==> config.mk <==
export PLATFORM = sky130hd
export DESIGN_NAME = line_profile_point_walker
export DESIGN_NICKNAME = d
export VERILOG_FILES = /design/src/sv/lppw_pkg.sv /design/src/sv/line_profile_point_walker.sv
export SDC_FILE = /design/constraint.sdc
export NUM_CORES = 1
export LEC_CHECK = 0
export BUFFER_PORTS_ARGS = -buffer_cell sky130_fd_sc_hd__buf_2
export CORE_MARGIN = 2
export CORE_UTILIZATION = 45
export DETAILED_ROUTE_END_ITERATION = 12
export GPL_ROUTABILITY_DRIVEN = 0
export GPL_TIMING_DRIVEN = 0
export PLACE_DENSITY = 0.71
export SETUP_SLACK_MARGIN = 0.15
export SYNTH_ARGS = -nofsm -noshare
export SYNTH_HDL_FRONTEND = slang
export SYNTH_SLANG_ARGS = --single-unit
==> constraint.sdc <==
create_clock -name clk -period 10.1 [get_ports clk]
set_input_delay 1.01 -clock clk [delete_from_list [all_inputs] [get_ports clk]]
set_output_delay 1.01 -clock clk [all_outputs]
set_load 0.03 [all_outputs]
==> src/sv/lppw_pkg.sv <==
// ----------------------------------------------------------------------------
// lppw_pkg
// Shared constants and result codes for the line point walker.
// ----------------------------------------------------------------------------
`default_nettype none

package lppw_pkg;

  // operation codes on the input channel
  localparam logic OP_START = 1'b0;
  localparam logic OP_STEP  = 1'b1;

  // result kind codes
  typedef enum logic [2:0] {
    KIND_START_OK  = 3'd0,
    KIND_START_REJ = 3'd1,
    KIND_INSIDE    = 3'd2,
    KIND_OUTSIDE   = 3'd3,
    KIND_IDLE      = 3'd4
  } kind_t;

  // configuration register indexes
  localparam logic REG_COLS = 1'b0;
  localparam logic REG_ROWS = 1'b1;

  localparam int SIZE_W  = 13;
  localparam int POINT_W = 12;
  localparam int ADDR_W  = 24;

  localparam logic [SIZE_W-1:0] SIZE_RESET = 13'd4096;

endpackage

`default_nettype wire

==> src/sv/line_profile_point_walker.sv <==
// ----------------------------------------------------------------------------
// line_profile_point_walker
// Walks the points of a line segment one x column per step, x-major style.
// ----------------------------------------------------------------------------
// Usage: write image_cols (index 0) and image_rows (index 1) on the cfg
// channel while the block is idle; cfg_ready is always high. On the input
// channel a start transfer (operation 0) carries both endpoints and returns
// one result: accepted or rejected. Each step transfer (operation 1) returns
// one result: a point inside the image with its linear address, a point
// outside the image (skipped), or idle when no line is active. out_last
// marks the result after which no further point remains.
// The result of each input transfer is registered in the output register;
// one item is taken every cycle while in_stall is low, the step arithmetic
// and the 13x13 address multiply sitting between the line state and the
// output register. While out_stall holds a waiting result, in_stall is
// raised and the held result does not change. Reset drops any active line,
// empties the output register and sets both image sizes to 4096.
// ----------------------------------------------------------------------------
`default_nettype none

module line_profile_point_walker #(
  parameter int COORD_BITS = 13
) (
  input  wire                            clk,
  input  wire                            rst_n,
  // configuration
  input  wire                            cfg_valid,
  output logic                           cfg_ready,
  input  wire                            cfg_index,
  input  wire  [lppw_pkg::SIZE_W-1:0]    cfg_data,
  // input channel
  input  wire                            in_valid,
  output logic                           in_stall,
  input  wire                            in_operation,
  input  wire  signed [COORD_BITS-1:0]   in_x_start,
  input  wire  signed [COORD_BITS-1:0]   in_y_start,
  input  wire  signed [COORD_BITS-1:0]   in_x_end,
  input  wire  signed [COORD_BITS-1:0]   in_y_end,
  // result channel
  output logic                           out_valid,
  input  wire                            out_stall,
  output logic [2:0]                     out_kind,
  output logic [lppw_pkg::POINT_W-1:0]   out_point_x,
  output logic [lppw_pkg::POINT_W-1:0]   out_point_y,
  output logic [lppw_pkg::ADDR_W-1:0]    out_pixel_address,
  output logic                           out_last
);

  localparam int SW     = lppw_pkg::SIZE_W;
  localparam int PW     = lppw_pkg::POINT_W;
  localparam int AW     = lppw_pkg::ADDR_W;
  localparam int ERR_W  = COORD_BITS + 3;
  localparam int CMP_W  = ((COORD_BITS > SW) ? COORD_BITS : SW) + 2;
  localparam logic signed [ERR_W-1:0] ERR_MAX = {1'b0, {(ERR_W-1){1'b1}}};
  localparam logic signed [ERR_W-1:0] ERR_MIN = {1'b1, {(ERR_W-1){1'b0}}};

  // configuration registers
  logic [SW-1:0] cols_r;
  logic [SW-1:0] rows_r;

  // line state
  logic                          active_r, active_nxt;
  logic signed [COORD_BITS-1:0]  cur_x_r, cur_x_nxt;
  logic signed [COORD_BITS-1:0]  cur_y_r, cur_y_nxt;
  logic signed [COORD_BITS-1:0]  stop_x_r, stop_x_nxt;
  logic signed [ERR_W-1:0]       err_r, err_nxt;
  logic [COORD_BITS:0]           inc_flat_r, inc_flat_nxt;
  logic signed [COORD_BITS+1:0]  inc_diag_r, inc_diag_nxt;
  logic                          y_down_r, y_down_nxt;

  // output register
  logic            out_valid_r;
  lppw_pkg::kind_t kind_r, kind_nxt;
  logic [PW-1:0]   px_r, px_nxt;
  logic [PW-1:0]   py_r, py_nxt;
  logic [AW-1:0]   addr_r, addr_nxt;
  logic            last_r, last_nxt;

  logic in_xfer;

  // start setup
  logic signed [CMP_W-1:0]       x2_cmp, y2_cmp, cols_cmp, rows_cmp;
  logic                          reject;
  logic signed [COORD_BITS:0]    diff_x, diff_y;
  logic [COORD_BITS-1:0]         dx, dy;
  logic signed [COORD_BITS+1:0]  dy_minus_dx;
  logic signed [ERR_W-1:0]       err_init;
  logic                          swap;
  logic signed [COORD_BITS-1:0]  sx, sy, ex, ey;

  // step
  logic                          go_diag;
  logic signed [ERR_W:0]         err_sum;
  logic signed [ERR_W-1:0]       err_step;
  logic signed [COORD_BITS-1:0]  nx, ny;
  logic signed [CMP_W-1:0]       nx_cmp, ny_cmp;
  logic                          on_image;
  logic [2*SW-1:0]               row_base;
  logic [2*SW-1:0]               addr_full;

  assign cfg_ready = 1'b1;
  assign in_stall  = out_valid_r && out_stall;
  assign in_xfer   = in_valid && !in_stall;

  assign out_valid         = out_valid_r;
  assign out_kind          = kind_r;
  assign out_point_x       = px_r;
  assign out_point_y       = py_r;
  assign out_pixel_address = addr_r;
  assign out_last          = last_r;

  // start: bounds check and Bresenham setup
  always_comb begin
    x2_cmp   = CMP_W'(in_x_end);
    y2_cmp   = CMP_W'(in_y_end);
    cols_cmp = $signed(CMP_W'(cols_r));
    rows_cmp = $signed(CMP_W'(rows_r));
    reject   = in_x_start[COORD_BITS-1] || in_y_start[COORD_BITS-1] ||
               (x2_cmp > cols_cmp) || (y2_cmp > rows_cmp);

    diff_x = (COORD_BITS+1)'(in_x_end) - (COORD_BITS+1)'(in_x_start);
    diff_y = (COORD_BITS+1)'(in_y_end) - (COORD_BITS+1)'(in_y_start);
    dx = diff_x[COORD_BITS] ? COORD_BITS'(-diff_x) : COORD_BITS'(diff_x);
    dy = diff_y[COORD_BITS] ? COORD_BITS'(-diff_y) : COORD_BITS'(diff_y);
    dy_minus_dx = $signed((COORD_BITS+2)'(dy)) - $signed((COORD_BITS+2)'(dx));
    err_init = $signed(ERR_W'({dy, 1'b0})) - $signed(ERR_W'(dx));

    // leftmost endpoint becomes the start point
    swap = in_x_start > in_x_end;
    sx   = swap ? in_x_end   : in_x_start;
    sy   = swap ? in_y_end   : in_y_start;
    ex   = swap ? in_x_start : in_x_end;
    ey   = swap ? in_y_start : in_y_end;
  end

  // step: advance x, update error and y
  always_comb begin
    go_diag = !err_r[ERR_W-1];
    err_sum = go_diag ? ((ERR_W+1)'(err_r) + (ERR_W+1)'(inc_diag_r))
                      : ((ERR_W+1)'(err_r) + $signed((ERR_W+1)'(inc_flat_r)));
    if (err_sum[ERR_W] != err_sum[ERR_W-1]) begin
      err_step = err_sum[ERR_W] ? ERR_MIN : ERR_MAX;
    end else begin
      err_step = err_sum[ERR_W-1:0];
    end

    nx = cur_x_r + COORD_BITS'(1);
    if (go_diag) begin
      ny = y_down_r ? (cur_y_r - COORD_BITS'(1)) : (cur_y_r + COORD_BITS'(1));
    end else begin
      ny = cur_y_r;
    end
    nx_cmp = CMP_W'(nx);
    ny_cmp = CMP_W'(ny);
    on_image = !nx_cmp[CMP_W-1] && !ny_cmp[CMP_W-1] &&
               (nx_cmp < cols_cmp) && (ny_cmp < rows_cmp);

    // both coordinates are below 8192 whenever the point is inside
    row_base  = (2*SW)'(ny_cmp[SW-1:0]) * (2*SW)'(cols_r);
    addr_full = row_base + (2*SW)'(nx_cmp[SW-1:0]);
  end

  always_comb begin
    active_nxt   = active_r;
    cur_x_nxt    = cur_x_r;
    cur_y_nxt    = cur_y_r;
    stop_x_nxt   = stop_x_r;
    err_nxt      = err_r;
    inc_flat_nxt = inc_flat_r;
    inc_diag_nxt = inc_diag_r;
    y_down_nxt   = y_down_r;
    kind_nxt     = lppw_pkg::KIND_IDLE;
    px_nxt       = '0;
    py_nxt       = '0;
    addr_nxt     = '0;
    last_nxt     = 1'b1;

    if (in_operation == lppw_pkg::OP_START) begin
      if (reject) begin
        kind_nxt   = lppw_pkg::KIND_START_REJ;
        active_nxt = 1'b0;
      end else begin
        kind_nxt     = lppw_pkg::KIND_START_OK;
        inc_flat_nxt = {dy, 1'b0};
        inc_diag_nxt = {dy_minus_dx[COORD_BITS:0], 1'b0};
        err_nxt      = err_init;
        cur_x_nxt    = sx;
        cur_y_nxt    = sy;
        stop_x_nxt   = ex;
        y_down_nxt   = !(sy < ey);
        active_nxt   = sx < ex;
        last_nxt     = !(sx < ex);
      end
    end else if (active_r) begin
      cur_x_nxt  = nx;
      cur_y_nxt  = ny;
      err_nxt    = err_step;
      active_nxt = nx < stop_x_r;
      last_nxt   = !(nx < stop_x_r);
      if (on_image) begin
        kind_nxt = lppw_pkg::KIND_INSIDE;
        px_nxt   = nx_cmp[PW-1:0];
        py_nxt   = ny_cmp[PW-1:0];
        addr_nxt = addr_full[AW-1:0];
      end else begin
        kind_nxt = lppw_pkg::KIND_OUTSIDE;
      end
    end
  end

  always_ff @(posedge clk) begin
    if (!rst_n) begin
      cols_r      <= lppw_pkg::SIZE_RESET;
      rows_r      <= lppw_pkg::SIZE_RESET;
      active_r    <= 1'b0;
      cur_x_r     <= '0;
      cur_y_r     <= '0;
      stop_x_r    <= '0;
      err_r       <= '0;
      inc_flat_r  <= '0;
      inc_diag_r  <= '0;
      y_down_r    <= 1'b0;
      out_valid_r <= 1'b0;
    end else begin
      if (cfg_valid && cfg_ready) begin
        case (cfg_index)
          lppw_pkg::REG_COLS: cols_r <= cfg_data;
          lppw_pkg::REG_ROWS: rows_r <= cfg_data;
          default: ;
        endcase
      end
      if (in_xfer) begin
        active_r   <= active_nxt;
        cur_x_r    <= cur_x_nxt;
        cur_y_r    <= cur_y_nxt;
        stop_x_r   <= stop_x_nxt;
        err_r      <= err_nxt;
        inc_flat_r <= inc_flat_nxt;
        inc_diag_r <= inc_diag_nxt;
        y_down_r   <= y_down_nxt;
      end
      // result register loads on a transfer, empties when taken
      if (in_xfer) begin
        out_valid_r <= 1'b1;
      end else if (!out_stall) begin
        out_valid_r <= 1'b0;
      end
    end
  end

  // result payload, no reset needed
  always_ff @(posedge clk) begin
    if (in_xfer) begin
      kind_r <= kind_nxt;
      px_r   <= px_nxt;
      py_r   <= py_nxt;
      addr_r <= addr_nxt;
      last_r <= last_nxt;
    end
  end

endmodule

`default_nettype wire

==> results of run 1 <==
-- synthesized netlist by cell type, drive strengths merged, types with 5 or more instances --
cell type	n	share of area [%]
nor2	195	3.9
inv	278	5.6
nand4	7	0.23
nor4	6	0.23
ha	216	14
nand3	38	1.0
o22ai	10	0.33
a2111oi	6	0.39
mux2i	31	1.7
a311oi	15	0.70
and2	64	2.1
o31ai	8	0.39
dfxtp	110	12
o21ai	113	3.0
o21a	30	1.2
edfxtp	52	8.3
or3	13	0.43
nor2b	25	0.88
o2111ai	9	0.42
nand2	312	6.3
or2	5	0.17
clkbuf	81	1.6
buf	12	0.27
nor3b	7	0.28
xnor2	62	2.9
nand2b	25	0.84
a21oi	163	4.4
a211oi	19	0.76
nor3	33	0.88
a21o	21	0.84
mux2	14	0.86
xor2	52	2.4
o211ai	24	0.96
a21boi	12	0.48
and3	30	1.0
a31oi	15	0.50
fa	135	14
-- worst paths after layout --
kind | end | start | depth (start not counted) | slack (ns)
hold / removal | rows_r[4] | rows_r[4] | 2 | 0.46
hold reg to reg | rows_r[4] | rows_r[4] | 2 | 0.46
setup / recovery | out_pixel_address[23] | y_down_r | 29 | 0.66
setup reg to reg | out_pixel_address[23] | y_down_r | 29 | 0.66
-- worst max-delay path, delay by kind of cell (launching register included) --
family | cells | cell delay, ns
AOI/OAI and AO/OA | 7 | 2.01
xor gates and xnor gates | 3 | 0.42
adders and majority gates | 8 | 3.86
buffers and inverters | 4 | 0.74
DFF | 1 | 0.78
and+or+nand+nor | 7 | 1.35
-- state kept, by name, summed over array words and instances (netlist names), 3 cells and up --
| signal | cells |
|---|---|
| out_pixel_address | 24 |
| err_r | 15 |
| inc_diag_r | 14 |
| cols_r | 13 |
| cur_x_r | 13 |
| cur_y_r | 13 |
| inc_flat_r | 13 |
| rows_r | 13 |
| stop_x_r | 13 |
| out_point_x | 12 |
| out_point_y | 12 |
| out_kind | 3 |
-- per-layer routing --
| layer | part of all wire, % | global-route usage, % | up-vias | wire (um) |
|---|---|---|---|---|
| met1 | 43 | 35.4 | 8220 | 24800 |
| met5 | 0.021 | 0 | - | 12 |
| met3 | 8.1 | 4.82 | 149 | 4660 |
| met4 | 3.9 | 11.2 | 2 | 2280 |
| met2 | 45 | 43.0 | 723 | 26100 |
| li1 | - | - | 8096 | - |
-- timing repair --
| item | in CTS | in global routing |
|---|---|---|
| resized for setup | 0 | 5 |
| endpoints found under the hold margin | 0 | 0 |
| setup endpoints to repair | 0 | 1 |
| hold buffers | 0 | 0 |
-- stage by stage --
| stage | instances | hold slack, ns | area (um^2) | setup WS (ns) | power (uW) |
|---|---|---|---|---|---|
| 3_5_place_dp | 2967 | 0.448 | 20100 | 0.575 | 1940 |
| 5_1_grt | 3001 | 0.473 | 20600 | 0.271 | 2760 |
| 2_1_floorplan | 2308 | 0.436 | 18700 | 2.20 | 1620 |
| 4_1_cts | 2999 | 0.460 | 20600 | 0.543 | 2580 |
| 6_report | 3001 | 0.463 | 20600 | 0.656 | 2600 |
| 3_3_place_gp | 2963 | 0.444 | 20000 | 0.359 | 1910 |
-- where the power goes --
group          internal (uW)  switching, uW  total [uW]
logic                    468            760        1230
clock network            322            322         643
registers                706           21.2         727
-- logic make-up (layout without fill, tap and decap cells) --
| kind of cell | Yosys count | in the layout |
|---|---|---|
| XOR/XNOR | 115 | 115 |
| AO/OA/AOI/OAI | 487 | 487 |
| flip-flops | 162 | 162 |
| other | 1 | 3 |
| AND/OR/NAND/NOR | 775 | 775 |
| adder cells (fa/ha/maj) | 351 | 351 |
| buffers and inverters | 372 | 531 |
| multiplexers | 45 | 45 |
-- layout make-up --
cell class	count	area, um^2
diodes	2	5.00
plain buffers	93	354
clock buffers	17	425
clock inverters	15	124
fillers	3917	20300
inverters	279	1050
multi-input cells	1774	13600
flip-flops and latches	162	3760
well taps	532	666
repair buffers	127	658
==> flow_summary.yaml, run 1 <==
drt:
  via_count: 17190
  drtIter0Drc: 1565
  avgRoutedWirePerCell_um: 19.3
  drc: 0
  firstDrtPassIters: 6
  drt_wl_total_um: 57800
  vias_per_cell: 5.73
  ant_nets: 0
clocking:
  path_clk_slew_ns: 0.08
  clkLatencyLatePin_ns: 0.47
  cts_buffers: 17
  cts_htree_levels: 4
  root_buffer: "clkbuf_16"
  cts_sinks: 162
  cts_setup_buffers: 0
  cts_tree: "done"
  cts_buffer_depth: 2
critical_path:
  cp_common_cell: "fa_1"
  startpoint_type: "flip-flop"
  cp_max_fo: 17
  path_class: "reg -> reg"
  setup.worst_path.end_class: "flip-flop"
  worst_ep_required_time_ns: 10.30
  worst_path_max_delay_cell: "dfxtp_1"
  cpPeakStageDelay_ns: 0.78
  arrival_ns: 9.64
die:
  dieArea_mm2: 0.0433
  core_region_area_mm2: 0.0409
  start_util_pct: 45.8
  io_pins: 127
  row_count: 74
  die_w_um: 208
  fp.dieH_um: 208
timing:
  slew_viol_final: 0
  rsz0062_at_grt: "false"
  tns_ns: 0
  fin_crit_sh_pct: 93.5
  finalClockSkew_ns: 0.0215
  fmax_ghz: 0.106
  slew_headroom_pct: 21.6
  tightest_slew_ns: 1.14
  setup_viol: 0
  period_needed_ns: 9.44
  hold_viol_final: 0
synthesis:
  synth_enable_flop_cells: 52
  ys.flop_type: "dfxtp_1"
  synthArstFlopShare_pct: 0
  ys_ff_latch: 162
  synth_compound_gate_area_share_pct: 16.5
  yosysWarnings: 0
  synth.avg_cell_area_um2: 8.11
  synth_fa_ha_area_share_pct: 28.9
  synth_xor_area_share_pct: 5.45
  synth_top_family_by_area: "adder cells"
  syn-cell-area_mm2: 0.0187
  synth_cells: 2308
  synth-simple-area-share_pct: 19.0
  yosys.cell_types.count: 87
  synthMuxAreaShare_pct: 2.52
  seq_area_frac_synth_pct: 20.1
  synth_fp_nets: 2731
global_route:
  grt-ovfl-total: 0
  grt_first_pass_wirelength_um: 91700
  antenna_found_initial: 3
  grtUsageTotal_pct: 26.7
  grt_max_degree: 39
  grt_pass1_vias: 16836
job:
  maxCapViolCount: 0
run_status:
  status: "completed"
finish:
  final_cell_mix: "nand2_1 (312), inv_1 (278), ha_1 (216), nor2_1 (195), a21oi_1 (162)"
  final_util_pct: 50.4
  layout-area-overhead-vs-synth_pct: 10.1
  drive_gt1_share_pct: 8.07
  final_common_cell: "nand2_1"
  final_nets: 2877
power:
  p_per_area_mw_per_mm2: 126
  vdd_drop_max_uv: 130
  p_leak_uw: 0.00946
min_path:
  worst_hold_path_type: "reg -> reg"
placement:
  dp.final_hpwl_um: 46700
  portBuffers: 123
Note: power is estimated with default switching activity, not from simulation.
==> run 2, diff against run 1 <==
==> constraint.sdc (replaced) <==
create_clock -name clk -period 11.98 [get_ports clk]
set_input_delay 1.198 -clock clk [delete_from_list [all_inputs] [get_ports clk]]
set_output_delay 1.198 -clock clk [all_outputs]
set_load 0.03 [all_outputs]
==> run 2 against run 1 <==
  * The flow now finishes with violations (capacitance limit, slew limit)
  * Sequential power decreased by 16%
  * Clock skew is 0.00055 ns lower
  * Critical endpoint unchanged
  * Routed wire length hardly changed
  * Core utilization hardly changed
==> flow_summary.yaml, run 2 (synthesis results as in run 1) <==
placement:
  dp_slack_ns: 2.46
  dpl_cell_area_mm2: 0.0201
  portBuffers: 123
  placed_cells_incl_taps: 2967
  dp.final_hpwl_um: 46700
clocking:
  path_clk_slew_ns: 0.08
  cts_sinks: 162
  hold_buffers: 0
  cts_htree_levels: 4
  cts_buffers: 17
  cts_buffer_depth: 2
  cts_setup_buffers: 0
  cts_tree: "done"
  clkLatencyLatePin_ns: 0.47
  post_cts_resized: 0
  root_buffer: "clkbuf_16"
global_route:
  grt_max_degree: 39
  antenna_found_initial: 3
  grt_pass1_vias: 16836
  grt-ovfl-total: 0
  grtUsageTotal_pct: 26.7
  grt_first_pass_wirelength_um: 91700
timing:
  whs_ns: 0.463
  slew_viol_final: 8
  fin_crit_sh_pct: 80.9
  period_needed_ns: 9.70
  setup_viol: 0
  hold_viol_final: 0
  worst_slack_ns: 2.28
  finalClockSkew_ns: 0.0209
  slew_headroom_pct: -1.59
  rsz0062_at_grt: "false"
  fmax_ghz: 0.103
  tns_ns: 0
  tightest_slew_ns: 1.51
die:
  io_pins: 127
  row_count: 74
  die_w_um: 208
  fp.dieH_um: 208
  core_region_area_mm2: 0.0409
  start_util_pct: 45.8
  dieArea_mm2: 0.0433
job:
  maxCapViolCount: 1
critical_path:
  path_class: "reg -> reg"
  cp_max_fo: 17
  arrival_ns: 9.89
  cpPeakStageDelay_ns: 1.14
  setup.worst_path.end_class: "flip-flop"
  worst_path_max_delay_cell: "o21ai_0"
  worst_ep_required_time_ns: 12.18
  startpoint_type: "flip-flop"
  cp_common_cell: "fa_1"
drt:
  drc: 0
  drtIter0Drc: 1572
  vias_per_cell: 5.72
  via_count: 17175
  avgRoutedWirePerCell_um: 19.3
  firstDrtPassIters: 5
  drt_wl_total_um: 57800
  ant_nets: 0
power:
  p_leak_uw: 0.00946
  p_per_area_mw_per_mm2: 106
  vdd_drop_max_uv: 110
finish:
  drive_gt1_share_pct: 8.03
  final_cell_mix: "nand2_1 (312), inv_1 (278), ha_1 (216), nor2_1 (195), a21oi_1 (162)"
  layout-area-overhead-vs-synth_pct: 10.1
  postLayoutCellArea_mm2: 0.0206
  final_nets: 2877
  final_common_cell: "nand2_1"
  largest_register_ffs: 24
  final_cells: 3001
run_status:
  status: "finished, violations left"
  violations: "capacitance limit, slew limit"
min_path:
  worst_hold_path_type: "reg -> reg"
==> run 2: cell count changes in the layout (fill, tap and decap cells not counted) <==
cell and change:
o21ai_0 +4, o21ai_1 -4, a21boi_1 +1, a21boi_2 -1
==> run 2: worst max-delay path: cells and delay by family (launching register included) <==
kind	cells	cell delay, ns
xor+xnor	3	0.44
flops	1	0.78
buf+inv	4	0.76
simple gates	5	0.57
fa+ha+maj	8	3.75
compound gates	7	3.12
==> run 2: final cells by class <==
cell class | count | area, um^2
Sequential cell | 162 | 3760
Clock buffer | 17 | 425
Buffer | 93 | 354
Fill cell | 3919 | 20300
Clock inverter | 15 | 124
Multi-Input combinational cell | 1774 | 13600
Tap cell | 532 | 666
Inverter | 279 | 1050
Timing Repair Buffer | 127 | 658
Antenna cell | 2 | 5.00
==> run 2: where the power goes <==
part / internal [uW] / switching, uW / leakage (uW)
Combinational: 395 / 641 / 0.00777
Sequential: 595 / 17.9 / 0.00142
Clock: 271 / 272 / 0.000268
Total: 1260 / 931 / 0.00946
==> run 2: worst paths after layout <==
path	startpoint	endpoint	slack (ns)	cells after the start
worst max-delay path	y_down_r	out_pixel_address[23]	2.28	27
worst min-delay path	rows_r[3]	rows_r[3]	0.46	2
worst max register to register	y_down_r	out_pixel_address[23]	2.28	27
worst min register to register	rows_r[3]	rows_r[3]	0.46	2
==> run 2: layer usage <==
metal / part of all wire [%] / GRT usage (%) / vias to the layer above
li1: - / - / 8099
met1: 43 / 35.4 / 8235
met2: 45 / 43.0 / 695
met3: 7.7 / 4.82 / 144
met4: 3.9 / 11.2 / 2
met5: 0.021 / 0 / -
==> run 2: stage by stage <==
stage / utilization [%] / power [uW]
finish: 50.4 / 2190
global route: 50.4 / 2330
CTS: 50.4 / 2170
detailed placement: 49.0 / 1630
global placement: 48.9 / 1610
floorplan: - / 1370
